### config.mk
export PLATFORM = sky130hd
export DESIGN_NAME = thick_line_rasterizer_flat
export DESIGN_NICKNAME = d
export VERILOG_FILES = /design/src/hdl/tlr_pkg.sv /design/src/hdl/tlr_in_if.sv /design/src/hdl/tlr_out_if.sv /design/src/hdl/tlr_divider.sv /design/src/hdl/tlr_datapath.sv /design/src/hdl/tlr_ctrl.sv /design/src/hdl/thick_line_rasterizer.sv /design/src/flat_wrapper.sv
export SDC_FILE = /design/constraint.sdc
export NUM_CORES = 2
export LEC_CHECK = 0
export BUFFER_PORTS_ARGS = -buffer_cell sky130_fd_sc_hd__buf_2
export CAP_MARGIN = 10
export CORE_UTILIZATION = 40
export CTS_CLUSTER_DIAMETER = 200
export CTS_CLUSTER_SIZE = 8
export DETAILED_ROUTE_END_ITERATION = 10
export RECOVER_POWER = 25
export REMOVE_ABC_BUFFERS = 1
export SYNTH_ARGS = -nofsm -noshare
export SYNTH_HDL_FRONTEND = slang
export SYNTH_SLANG_ARGS = --single-unit
### constraint.sdc
create_clock -name clk -period 11.39 [get_ports clk]
set_input_delay 3.417 -clock clk [delete_from_list [all_inputs] [get_ports clk]]
set_output_delay 3.417 -clock clk [all_outputs]
set_load 0.05 [all_outputs]
### src/hdl/tlr_pkg.sv
// Shared constants, codes and controller/datapath structs for the thick line rasterizer.
// No dependencies; every other file of the block but tlr_divider uses this package.
package tlr_pkg;

  localparam int COORD_BITS_DEF  = 12;
  localparam int FRAME_WIDTH_DEF = 320;

  localparam int SIZE_BITS  = 6;
  localparam int COLOR_BITS = 8;
  localparam int ADDR_BITS  = 32;
  localparam int DISC_BITS  = 7;   // signed brush offset, -64..63
  localparam int THR_SHIFT  = 2;   // radius squared is size squared over 4

  localparam int APB_DATA_BITS = 32;
  localparam int APB_ADDR_BITS = 3;  // msb selects the register index

  localparam logic [ADDR_BITS-1:0] FRAME_BASE_RST = 32'h000A_0000;

  // register index, taken from the top bit of paddr
  localparam logic REG_FRAME_BASE = 1'b0;

  localparam logic MODE_START = 1'b0;
  localparam logic MODE_STEP  = 1'b1;

  localparam logic KIND_PIXEL = 1'b0;
  localparam logic KIND_DONE  = 1'b1;

  typedef struct packed {
    logic take_in;
    logic latch;
    logic setup;
    logic mul;
    logic div_go;
    logic place;
    logic step_major;
    logic next_row;
    logic next_col;
    logic finish;
    logic load_out;
  } tlr_cmd_t;

  typedef struct packed {
    logic in_valid;
    logic in_mode;
    logic busy;
    logic at_end;
    logic i_done;
    logic j_done;
    logic in_disc;
    logic div_running;
    logic out_free;
  } tlr_sts_t;

endpackage

### src/hdl/tlr_in_if.sv
// Command channel of the thick line rasterizer: valid/ready plus one command word.
// Depends on tlr_pkg for field widths.
interface tlr_in_if #(
  parameter int COORD_BITS = tlr_pkg::COORD_BITS_DEF
) ();
  logic                              valid;
  logic                              ready;
  logic                              mode;
  logic signed [COORD_BITS-1:0]      x_start;
  logic signed [COORD_BITS-1:0]      y_start;
  logic signed [COORD_BITS-1:0]      x_end;
  logic signed [COORD_BITS-1:0]      y_end;
  logic [tlr_pkg::SIZE_BITS-1:0]     brush_size;
  logic [tlr_pkg::COLOR_BITS-1:0]    pen_color;

  modport source (
    output valid, mode, x_start, y_start, x_end, y_end, brush_size, pen_color,
    input  ready
  );
  modport sink (
    input  valid, mode, x_start, y_start, x_end, y_end, brush_size, pen_color,
    output ready
  );
endinterface

### src/hdl/tlr_out_if.sv
// Result channel of the thick line rasterizer: valid/ready plus one pixel-write word.
// Depends on tlr_pkg for field widths.
interface tlr_out_if ();
  logic                           valid;
  logic                           ready;
  logic                           kind;
  logic [tlr_pkg::ADDR_BITS-1:0]  address;
  logic [tlr_pkg::COLOR_BITS-1:0] pixel_color;

  modport source (output valid, kind, address, pixel_color, input ready);
  modport sink   (input  valid, kind, address, pixel_color, output ready);
endinterface

### src/hdl/tlr_divider.sv
// Radix-2 restoring signed divider, quotient truncated toward zero, one bit per cycle.
// Depends on nothing beyond the clock and reset.
module tlr_divider #(
  parameter int NUM_BITS = 26,
  parameter int DEN_BITS = 13
) (
  input  logic                       clk,
  input  logic                       rst,
  input  logic                       start,
  input  logic signed [NUM_BITS-1:0] numer,
  input  logic signed [DEN_BITS-1:0] denom,
  output logic                       running,
  output logic signed [NUM_BITS-1:0] quot
);
  localparam int CNT_BITS = $clog2(NUM_BITS + 1);

  logic [NUM_BITS-1:0] numer_u;
  logic [DEN_BITS-1:0] denom_u;
  logic [NUM_BITS-1:0] nmag;
  logic [DEN_BITS-1:0] dmag_in;
  logic [NUM_BITS-1:0] quo;
  logic [DEN_BITS-1:0] rem;
  logic [DEN_BITS-1:0] dmag;
  logic                neg;
  logic [CNT_BITS-1:0] cnt;
  logic [DEN_BITS:0]   trial;
  logic [DEN_BITS:0]   diff;
  logic                ge;

  assign numer_u = numer;
  assign denom_u = denom;
  assign nmag    = numer[NUM_BITS-1] ? (~numer_u + 1'b1) : numer_u;
  assign dmag_in = denom[DEN_BITS-1] ? (~denom_u + 1'b1) : denom_u;

  assign trial = {rem, quo[NUM_BITS-1]};
  assign diff  = trial - {1'b0, dmag};
  assign ge    = (trial >= {1'b0, dmag});

  always_ff @(posedge clk) begin
    if (rst) begin
      running <= 1'b0;
      cnt     <= '0;
    end else if (start) begin
      running <= 1'b1;
      cnt     <= CNT_BITS'(NUM_BITS);
    end else if (running) begin
      cnt <= cnt - 1'b1;
      if (cnt == CNT_BITS'(1)) begin
        running <= 1'b0;
      end
    end
  end

  always_ff @(posedge clk) begin
    if (start) begin
      quo  <= nmag;
      rem  <= '0;
      dmag <= dmag_in;
      neg  <= numer[NUM_BITS-1] ^ denom[DEN_BITS-1];
    end else if (running) begin
      rem <= ge ? diff[DEN_BITS-1:0] : trial[DEN_BITS-1:0];
      quo <= {quo[NUM_BITS-2:0], ge};
    end
  end

  assign quot = neg ? -$signed(quo) : $signed(quo);

  a_no_restart : assert property (@(posedge clk) disable iff (rst) start |-> !running)
    else $error("divider restarted while a division is in flight");

endmodule

### src/hdl/tlr_datapath.sv
// Datapath: latched line operands, center and brush offset registers, disc test,
// address generation and the result register. Depends on tlr_pkg, tlr_divider, interfaces.
module tlr_datapath #(
  parameter int COORD_BITS  = tlr_pkg::COORD_BITS_DEF,
  parameter int FRAME_WIDTH = tlr_pkg::FRAME_WIDTH_DEF
) (
  input  logic                          clk,
  input  logic                          rst,
  input  tlr_pkg::tlr_cmd_t             cmd,
  output tlr_pkg::tlr_sts_t             sts,
  input  logic [tlr_pkg::ADDR_BITS-1:0] frame_base,
  tlr_in_if.sink                        req,
  tlr_out_if.source                     rsp
);
  import tlr_pkg::*;

  localparam int DB      = COORD_BITS + 1;
  localparam int NW      = 2 * DB;
  localparam int SQ_BITS = 2 * DISC_BITS;

  logic signed [COORD_BITS-1:0] xs, ys, xe, ye;
  logic signed [COORD_BITS-1:0] major_pos, minor_pos;
  logic signed [COORD_BITS-1:0] ms, me, ns, ne, cx, cy;
  logic [SIZE_BITS-1:0]         size;
  logic [COLOR_BITS-1:0]        color;
  logic                         x_major, busy, res_done, out_valid;
  logic signed [DISC_BITS-1:0]  di, dj, lim, neg_lim;
  logic signed [DB-1:0]         dx, dy, dmin, doff, dmaj, px, py;
  logic [DB-1:0]                adx, ady;
  logic                         x_wins;
  logic signed [NW-1:0]         prod, quot;
  logic                         div_running;
  logic [2*SIZE_BITS-1:0]       size_sq, thr;
  logic signed [SQ_BITS-1:0]    di_w, dj_w, isq, jsq, thr_w;
  logic [ADDR_BITS-1:0]         addr_calc;
  logic                         out_kind;
  logic [ADDR_BITS-1:0]         out_addr;
  logic [COLOR_BITS-1:0]        out_color;

  // major/minor view of the latched endpoints
  assign ms = x_major ? xs : ys;
  assign me = x_major ? xe : ye;
  assign ns = x_major ? ys : xs;
  assign ne = x_major ? ye : xe;
  assign cx = x_major ? major_pos : minor_pos;
  assign cy = x_major ? minor_pos : major_pos;

  // dx*dx > dy*dy is the same as |dx| > |dy|
  assign dx     = DB'(xs) - DB'(xe);
  assign dy     = DB'(ys) - DB'(ye);
  assign adx    = dx[DB-1] ? DB'(-dx) : DB'(dx);
  assign ady    = dy[DB-1] ? DB'(-dy) : DB'(dy);
  assign x_wins = (adx > ady);

  assign dmin = DB'(ne) - DB'(ns);
  assign doff = DB'(major_pos) - DB'(ms);

  // disc membership
  assign lim     = DISC_BITS'(size[SIZE_BITS-1:1]);
  assign neg_lim = -lim;
  assign size_sq = size * size;
  assign thr     = size_sq >> THR_SHIFT;
  assign thr_w   = SQ_BITS'(thr);
  assign di_w    = SQ_BITS'(di);
  assign dj_w    = SQ_BITS'(dj);
  assign isq     = di_w * di_w;
  assign jsq     = dj_w * dj_w;

  assign addr_calc = frame_base + ADDR_BITS'(px) + ADDR_BITS'(py) * ADDR_BITS'(FRAME_WIDTH);

  tlr_divider #(
    .NUM_BITS (NW),
    .DEN_BITS (DB)
  ) u_div (
    .clk     (clk),
    .rst     (rst),
    .start   (cmd.div_go),
    .numer   (prod),
    .denom   (dmaj),
    .running (div_running),
    .quot    (quot)
  );

  always_ff @(posedge clk) begin
    if (cmd.latch) begin
      xs    <= req.x_start;
      ys    <= req.y_start;
      xe    <= req.x_end;
      ye    <= req.y_end;
      size  <= req.brush_size;
      color <= req.pen_color;
    end
    if (cmd.setup) begin
      x_major   <= x_wins;
      major_pos <= x_wins ? xs : ys;
    end
    if (cmd.mul) begin
      prod <= NW'(dmin) * NW'(doff);
      dmaj <= DB'(me) - DB'(ms);
    end
    if (cmd.place) begin
      minor_pos <= (dmaj == '0) ? ns : ns + quot[COORD_BITS-1:0];
      di        <= neg_lim;
      dj        <= neg_lim;
    end
    if (cmd.step_major) begin
      major_pos <= (ms < me) ? major_pos + 1'b1 : major_pos - 1'b1;
    end
    if (cmd.next_row) begin
      di <= di + 1'b1;
      dj <= neg_lim;
    end
    if (cmd.next_col) begin
      dj <= dj + 1'b1;
      px <= DB'(cx) + DB'(di);
      py <= DB'(cy) + DB'(dj);
    end
    if (cmd.next_col) begin
      res_done <= 1'b0;
    end else if (cmd.finish) begin
      res_done <= 1'b1;
    end
    if (cmd.load_out) begin
      out_kind  <= res_done ? KIND_DONE : KIND_PIXEL;
      out_addr  <= res_done ? '0 : addr_calc;
      out_color <= res_done ? '0 : color;
    end
  end

  always_ff @(posedge clk) begin
    if (rst) begin
      busy      <= 1'b0;
      out_valid <= 1'b0;
    end else begin
      if (cmd.latch) begin
        busy <= 1'b1;
      end else if (cmd.finish) begin
        busy <= 1'b0;
      end
      if (cmd.load_out) begin
        out_valid <= 1'b1;
      end else if (rsp.ready) begin
        out_valid <= 1'b0;
      end
    end
  end

  assign req.ready       = cmd.take_in;
  assign rsp.valid       = out_valid;
  assign rsp.kind        = out_kind;
  assign rsp.address     = out_addr;
  assign rsp.pixel_color = out_color;

  assign sts.in_valid    = req.valid;
  assign sts.in_mode     = req.mode;
  assign sts.busy        = busy;
  assign sts.at_end      = (major_pos == me);
  assign sts.i_done      = (di >= lim);
  assign sts.j_done      = (dj >= lim);
  assign sts.in_disc     = ((isq + jsq) <= thr_w);
  assign sts.div_running = div_running;
  assign sts.out_free    = !out_valid || rsp.ready;

  a_no_overwrite : assert property (@(posedge clk) disable iff (rst)
    cmd.load_out |-> (!out_valid || rsp.ready))
    else $error("result register overwritten before it was taken");

endmodule

### src/hdl/tlr_ctrl.sv
// Controller state machine: sequences setup, center division, disc scan and result hand-off.
// Depends on tlr_pkg for the command and status structs.
module tlr_ctrl (
  input  logic              clk,
  input  logic              rst,
  input  tlr_pkg::tlr_sts_t sts,
  output tlr_pkg::tlr_cmd_t cmd
);
  import tlr_pkg::*;

  typedef enum logic [7:0] {
    S_IDLE  = 8'b0000_0001,
    S_SETUP = 8'b0000_0010,
    S_MUL   = 8'b0000_0100,
    S_DIVGO = 8'b0000_1000,
    S_DIV   = 8'b0001_0000,
    S_PLACE = 8'b0010_0000,
    S_SCAN  = 8'b0100_0000,
    S_EMIT  = 8'b1000_0000
  } state_t;

  state_t state, state_next;
  logic   resume, resume_next;

  always_comb begin
    cmd         = '0;
    state_next  = state;
    resume_next = resume;
    case (state)
      S_IDLE: begin
        cmd.take_in = 1'b1;
        if (sts.in_valid) begin
          if (sts.in_mode == MODE_START) begin
            cmd.latch   = 1'b1;
            resume_next = 1'b0;
            state_next  = S_SETUP;
          end else begin
            state_next = S_SCAN;
          end
        end
      end
      S_SETUP: begin
        cmd.setup  = 1'b1;
        state_next = S_MUL;
      end
      S_MUL: begin
        cmd.mul    = 1'b1;
        state_next = S_DIVGO;
      end
      S_DIVGO: begin
        cmd.div_go = 1'b1;
        state_next = S_DIV;
      end
      S_DIV: begin
        if (!sts.div_running) begin
          state_next = S_PLACE;
        end
      end
      S_PLACE: begin
        cmd.place  = 1'b1;
        state_next = resume ? S_SCAN : S_IDLE;
      end
      S_SCAN: begin
        if (!sts.busy || sts.at_end) begin
          cmd.finish = 1'b1;
          state_next = S_EMIT;
        end else if (sts.i_done) begin
          cmd.step_major = 1'b1;
          resume_next    = 1'b1;
          state_next     = S_MUL;
        end else if (sts.j_done) begin
          cmd.next_row = 1'b1;
        end else begin
          cmd.next_col = 1'b1;
          if (sts.in_disc) begin
            state_next = S_EMIT;
          end
        end
      end
      S_EMIT: begin
        if (sts.out_free) begin
          cmd.load_out = 1'b1;
          state_next   = S_IDLE;
        end
      end
      default: begin
        state_next = S_IDLE;
      end
    endcase
  end

  always_ff @(posedge clk) begin
    if (rst) begin
      state  <= S_IDLE;
      resume <= 1'b0;
    end else begin
      state  <= state_next;
      resume <= resume_next;
    end
  end

  a_idle_quiet : assert property (@(posedge clk) disable iff (rst)
    cmd.take_in |-> !sts.div_running)
    else $error("command taken while the divider is still busy");

  a_emit_holds : assert property (@(posedge clk) disable iff (rst)
    (state == S_EMIT) && !sts.out_free |=> (state == S_EMIT))
    else $error("result dropped while the output was stalled");

endmodule

### src/hdl/thick_line_rasterizer.sv
// Top level of the thick line rasterizer: APB register, controller and datapath.
// Depends on tlr_pkg, tlr_in_if, tlr_out_if, tlr_ctrl, tlr_datapath.
//
//   channel  dir  handshake        word
//   -------  ---  ---------------  ------------------------------------------------
//   req      in   valid/ready      mode, x_start, y_start, x_end, y_end,
//                                  brush_size, pen_color
//   rsp      out  valid/ready      kind, address, pixel_color
//   apb      in   psel/penable     frame_base at byte address 0 (pready always high)
//
// Words are taken one at a time; req ready is high only while the controller idles.
// Start word: setup, multiply, divider start, the bit-serial divide and place set the first
//   center. Step word: the scan tests an offset, wraps a row or checks for the end, and each
//   new center reruns multiply, divider start, divide and place. A waiting result lets the
//   next word in; a stalled rsp holds emit only when a second result is ready. rst (sync)
//   idles all and reloads frame_base.
module thick_line_rasterizer #(
  parameter int COORD_BITS  = tlr_pkg::COORD_BITS_DEF,
  parameter int FRAME_WIDTH = tlr_pkg::FRAME_WIDTH_DEF
) (
  input  logic                              clk,
  input  logic                              rst,
  tlr_in_if.sink                            req,
  tlr_out_if.source                         rsp,
  input  logic                              psel,
  input  logic                              penable,
  input  logic                              pwrite,
  input  logic [tlr_pkg::APB_ADDR_BITS-1:0] paddr,
  input  logic [tlr_pkg::APB_DATA_BITS-1:0] pwdata,
  output logic [tlr_pkg::APB_DATA_BITS-1:0] prdata,
  output logic                              pready
);
  import tlr_pkg::*;

  logic [ADDR_BITS-1:0] frame_base;
  logic                 reg_sel;
  tlr_cmd_t             cmd;
  tlr_sts_t             sts;

  // register index sits in the top address bit; low bits are the byte lane
  assign reg_sel = (paddr[APB_ADDR_BITS-1] == REG_FRAME_BASE);
  assign pready  = 1'b1;
  assign prdata  = reg_sel ? frame_base : '0;

  // write on the access cycle; anything beyond the register list is dropped
  always_ff @(posedge clk) begin
    if (rst) begin
      frame_base <= FRAME_BASE_RST;
    end else if (psel && penable && pwrite && pready && reg_sel) begin
      frame_base <= pwdata;
    end
  end

  tlr_ctrl u_ctrl (
    .clk (clk),
    .rst (rst),
    .sts (sts),
    .cmd (cmd)
  );

  tlr_datapath #(
    .COORD_BITS  (COORD_BITS),
    .FRAME_WIDTH (FRAME_WIDTH)
  ) u_dp (
    .clk        (clk),
    .rst        (rst),
    .cmd        (cmd),
    .sts        (sts),
    .frame_base (frame_base),
    .req        (req),
    .rsp        (rsp)
  );

endmodule
### src/flat_wrapper.sv
// flat-port wrapper written by rule: the top's interface ports become plain ports
module thick_line_rasterizer_flat import tlr_pkg::*;
#(
  parameter int COORD_BITS  = tlr_pkg::COORD_BITS_DEF,
  parameter int FRAME_WIDTH = tlr_pkg::FRAME_WIDTH_DEF
)
  (clk, rst, psel, penable, pwrite, paddr, pwdata, prdata, pready, req_valid, req_mode, req_x_start, req_y_start, req_x_end, req_y_end, req_brush_size, req_pen_color, req_ready, rsp_valid, rsp_kind, rsp_address, rsp_pixel_color, rsp_ready);
  tlr_in_if #(.COORD_BITS(COORD_BITS)) req_i ();
  tlr_out_if rsp_i ();
  input  logic clk;
  input  logic rst;
  input  logic psel;
  input  logic penable;
  input  logic pwrite;
  input  logic [tlr_pkg::APB_ADDR_BITS-1:0] paddr;
  input  logic [tlr_pkg::APB_DATA_BITS-1:0] pwdata;
  output logic [tlr_pkg::APB_DATA_BITS-1:0] prdata;
  output logic pready;
  input wire logic [$bits(req_i.valid)-1:0] req_valid;
  input wire logic [$bits(req_i.mode)-1:0] req_mode;
  input wire logic [$bits(req_i.x_start)-1:0] req_x_start;
  input wire logic [$bits(req_i.y_start)-1:0] req_y_start;
  input wire logic [$bits(req_i.x_end)-1:0] req_x_end;
  input wire logic [$bits(req_i.y_end)-1:0] req_y_end;
  input wire logic [$bits(req_i.brush_size)-1:0] req_brush_size;
  input wire logic [$bits(req_i.pen_color)-1:0] req_pen_color;
  output wire logic [$bits(req_i.ready)-1:0] req_ready;
  output wire logic [$bits(rsp_i.valid)-1:0] rsp_valid;
  output wire logic [$bits(rsp_i.kind)-1:0] rsp_kind;
  output wire logic [$bits(rsp_i.address)-1:0] rsp_address;
  output wire logic [$bits(rsp_i.pixel_color)-1:0] rsp_pixel_color;
  input wire logic [$bits(rsp_i.ready)-1:0] rsp_ready;
  assign req_i.valid = req_valid;
  assign req_i.mode = req_mode;
  assign req_i.x_start = req_x_start;
  assign req_i.y_start = req_y_start;
  assign req_i.x_end = req_x_end;
  assign req_i.y_end = req_y_end;
  assign req_i.brush_size = req_brush_size;
  assign req_i.pen_color = req_pen_color;
  assign req_ready = req_i.ready;
  assign rsp_valid = rsp_i.valid;
  assign rsp_kind = rsp_i.kind;
  assign rsp_address = rsp_i.address;
  assign rsp_pixel_color = rsp_i.pixel_color;
  assign rsp_i.ready = rsp_ready;
  thick_line_rasterizer #(.COORD_BITS(COORD_BITS), .FRAME_WIDTH(FRAME_WIDTH)) u_core (.clk(clk), .rst(rst), .req(req_i), .rsp(rsp_i), .psel(psel), .penable(penable), .pwrite(pwrite), .paddr(paddr), .pwdata(pwdata), .prdata(prdata), .pready(pready));
endmodule
==> impl_metrics.env <==
export IMPL_seq_area_frac_synth=0.267
export IMPL_ys_top_cells_by_area="edfxtp_1, fa_1, ha_1"
export IMPL_drc=0
export IMPL_fin_crit_ps=9870
export IMPL_tns_ps=0
export IMPL_die_w_um=287
export IMPL_synth_edff_count=247
export IMPL_postCtsHoldBufs=0
export IMPL_synthesis_area_um2=32500
export IMPL_crit_top_cell="fa_1"
export IMPL_crit_type="reg2reg"
export IMPL_vias_per_cell=5.13
export IMPL_post_cts_buffers=0
export IMPL_slew_headroom=-0.519
export IMPL_yosysTopAreaCell="edfxtp_1"
export IMPL_drt_wirelength_per_cell_um=17.0
export IMPL_finalMaxSlewViolations=196
export IMPL_num_vias=23978
export IMPL_grt_usage=0.197
export IMPL_grt_max_degree=65
export IMPL_cts_resized=0
export IMPL_clk_latency_ps=600
export IMPL_antennaDiodeCount=0
export IMPL_cp_end_kind="flip-flop"
export IMPL_cp_slowest_stage_delay_ps=760
export IMPL_ys_async_sr_fraction=0
export IMPL_finClkSkew_ps=33.5
export IMPL_core_area_um2=80400
export IMPL_clock_path_buffers=3
export IMPL_drt_pass1_iter_count=5
export IMPL_final_nets=4329
export IMPL_startpoint_type="flip-flop"
export IMPL_drv_cap=5
export IMPL_status="complete, but fails checks"
export IMPL_die_h_um=287
export IMPL_rsz0062_at_grt="no"
export IMPL_ys_types=76
export IMPL_max_freq_ghz=0.101
export IMPL_critPathLaunch="u_core.u_dp.x_major"
export IMPL_r2r_start="u_core.u_dp.x_major"
export IMPL_failed_checks="max-capacitance violations, max-slew violations"
export IMPL_multi_input_area_um2=21700
export IMPL_nFillCells=7840
export IMPL_cp_arrival_ps=10210
export IMPL_syn_inst=3413
export IMPL_cts_clk_slew_worst_paths_ps=50
export IMPL_numCtsBuffers=44
export IMPL_yosys_register_bits=310
export IMPL_yosys_warnings=0
export IMPL_port_buffers=177
export IMPL_slowest_stage="edfxtp_1"
export IMPL_hp_start="u_core.frame_base[26]"
export IMPL_grt_pass1_wl_um=128000
export IMPL_yosys_area_top_type_share=0.228
export IMPL_grt_antenna_before_repair=0
export IMPL_period_share=0.866
export IMPL_root_buffer="clkbuf_16"
export IMPL_final_hold_viol_count=0
export IMPL_seqCellArea_um2=8680
export IMPL_cts_htree_levels=2
export IMPL_avgSynthCellArea_um2=9.52
export IMPL_synthFlopType="edfxtp_1"
export IMPL_grt_remaining_overflow=0
export IMPL_io_pins=181
export IMPL_min_path_type="reg2reg"
export IMPL_routed_wl_um=79500
export IMPL_worst_path_max_fanout=43
export IMPL_required_ps=11730
export IMPL_synth_commonest_cells="inv_1, ha_1, nor2_1"
export IMPL_area_growth_pct=10.7
export IMPL_rows=104
export IMPL_fp_dieArea_um2=82400
export IMPL_start_util=0.404
export IMPL_place_congestion=0.883
export IMPL_antenna_left=0
export IMPL_setup_viol_count_final=0
export IMPL_drive_above_1_share=0.0901
export IMPL_grt_pass1_vias=23951
export IMPL_worstMarginPinSlew_ps=2280
export IMPL_dpl_hpwl_um=63300
export IMPL_cts_tree="done"
export IMPL_clock_sinks=310
export IMPL_drt_iter0_markers=1119
export IMPL_yosysMostFrequentCell="inv_1"
-- final cells by class --
type                    count  area share
clock inverters             3     0.00184
repair buffers            209      0.0306
flip-flops and latches    310       0.241
well taps                1060      0.0369
clock buffers              78      0.0345
multi-input cells        2529       0.604
inverters                 489      0.0511
-- sequential cells by signal, summed over array words and instances (netlist names), 13 cells and up --
signal,count
u_core.u_dp.u_div.dmag,13
u_core.u_dp.u_div.quo,26
u_core.u_dp.rsp.address,32
u_core.u_dp.px,13
u_core.u_dp.u_div.rem,13
u_core.frame_base,32
u_core.u_dp.py,13
u_core.u_dp.dmaj,13
u_core.u_dp.prod,26
-- critical path: cells and delay by family (launching register included) --
family | cells | cell delay (ps)
muxes | 1 | 510
buffers and inverters | 5 | 1010
AOI/OAI and AO/OA | 11 | 2230
and+or+nand+nor | 4 | 650
DFF | 1 | 760
xor gates and xnor gates | 2 | 820
adders and majority gates | 8 | 3650
-- metrics by stage --
stage | hold slack, ps | std cells | instance area, um^2 | worst slack [ps] | utilization
after floorplan | 430 | 3328 | 32200 | 1060 | -
after global placement | 442 | 4597 | 34700 | 1680 | 0.431
after global routing | 472 | 4678 | 35900 | 991 | 0.447
after CTS | 454 | 4678 | 36000 | 1630 | 0.447
final | 452 | 4678 | 35900 | 1520 | 0.447
after detailed placement | 447 | 4597 | 34700 | 1650 | 0.431
-- placed cells by master, fill, tap and decap left out, types with 10 or more instances in the layout --
| cell | synthesis | routed |
|---|---|---|
| inv_1 | 485 | 485 |
| ha_1 | 351 | 351 |
| nor2_1 | 302 | 301 |
| nand2_1 | 297 | 297 |
| fa_1 | 290 | 290 |
| edfxtp_1 | 247 | 247 |
| xnor2_1 | 192 | 189 |
| buf_2 | 3 | 177 |
| a21oi_1 | 172 | 171 |
| o21ai_0 | 143 | 143 |
| xor2_1 | 99 | 99 |
| nor2b_1 | 73 | 72 |
| dfxtp_1 | 63 | 63 |
| mux2i_1 | 60 | 60 |
| a21o_1 | 53 | 53 |
| nand2b_1 | 46 | 46 |
| nor3_1 | 46 | 46 |
| clkbuf_16 | 0 | 44 |
| clkbuf_1 | 79 | 40 |
| and2_1 | 37 | 37 |
| mux2_2 | 33 | 32 |
| nand3_1 | 31 | 31 |
| buf_4 | 1 | 25 |
| o21a_1 | 23 | 23 |
| o21bai_1 | 22 | 22 |
| a211oi_1 | 19 | 19 |
| a31oi_1 | 19 | 18 |
| or3_1 | 17 | 17 |
| or2_2 | 17 | 17 |
| o31ai_1 | 16 | 16 |
| o41ai_1 | 15 | 15 |
| nand4_1 | 14 | 14 |
| a21boi_0 | 12 | 12 |
| nor4_1 | 11 | 10 |
-- cells by family after synthesis --
| logic type | after synthesis | synth area share |
|---|---|---|
| adders and majority gates | 641 | 0.314 |
| xor gates and xnor gates | 291 | 0.0785 |
| muxes | 93 | 0.0299 |
| and+or+nand+nor | 933 | 0.133 |
| AOI/OAI and AO/OA | 570 | 0.111 |
| DFF | 310 | 0.267 |
| buffers and inverters | 574 | 0.0666 |
| other | 1 | 0.000115 |
-- per-layer routing --
metal  vias up  track usage  part of all wire
met1     11586        0.255              0.44
met4         0       0.0532             0.026
li1      11782            -                 -
met2       497        0.342              0.49
met3       113       0.0274             0.047
met5         -            0                 0
-- path summary, 6_finish.rpt --
path                            slack (ps)  cells past startpoint                     to
worst max-delay path                  1520                     31   u_core.u_dp.prod[23]
worst min-delay path                   450                      2  u_core.frame_base[26]
worst max register to register        1520                     31   u_core.u_dp.prod[23]
worst min register to register         450                      2  u_core.frame_base[26]
Power is not shown: default switching activity piles up to over one toggle a cycle in this logic, so the estimate is an artifact.
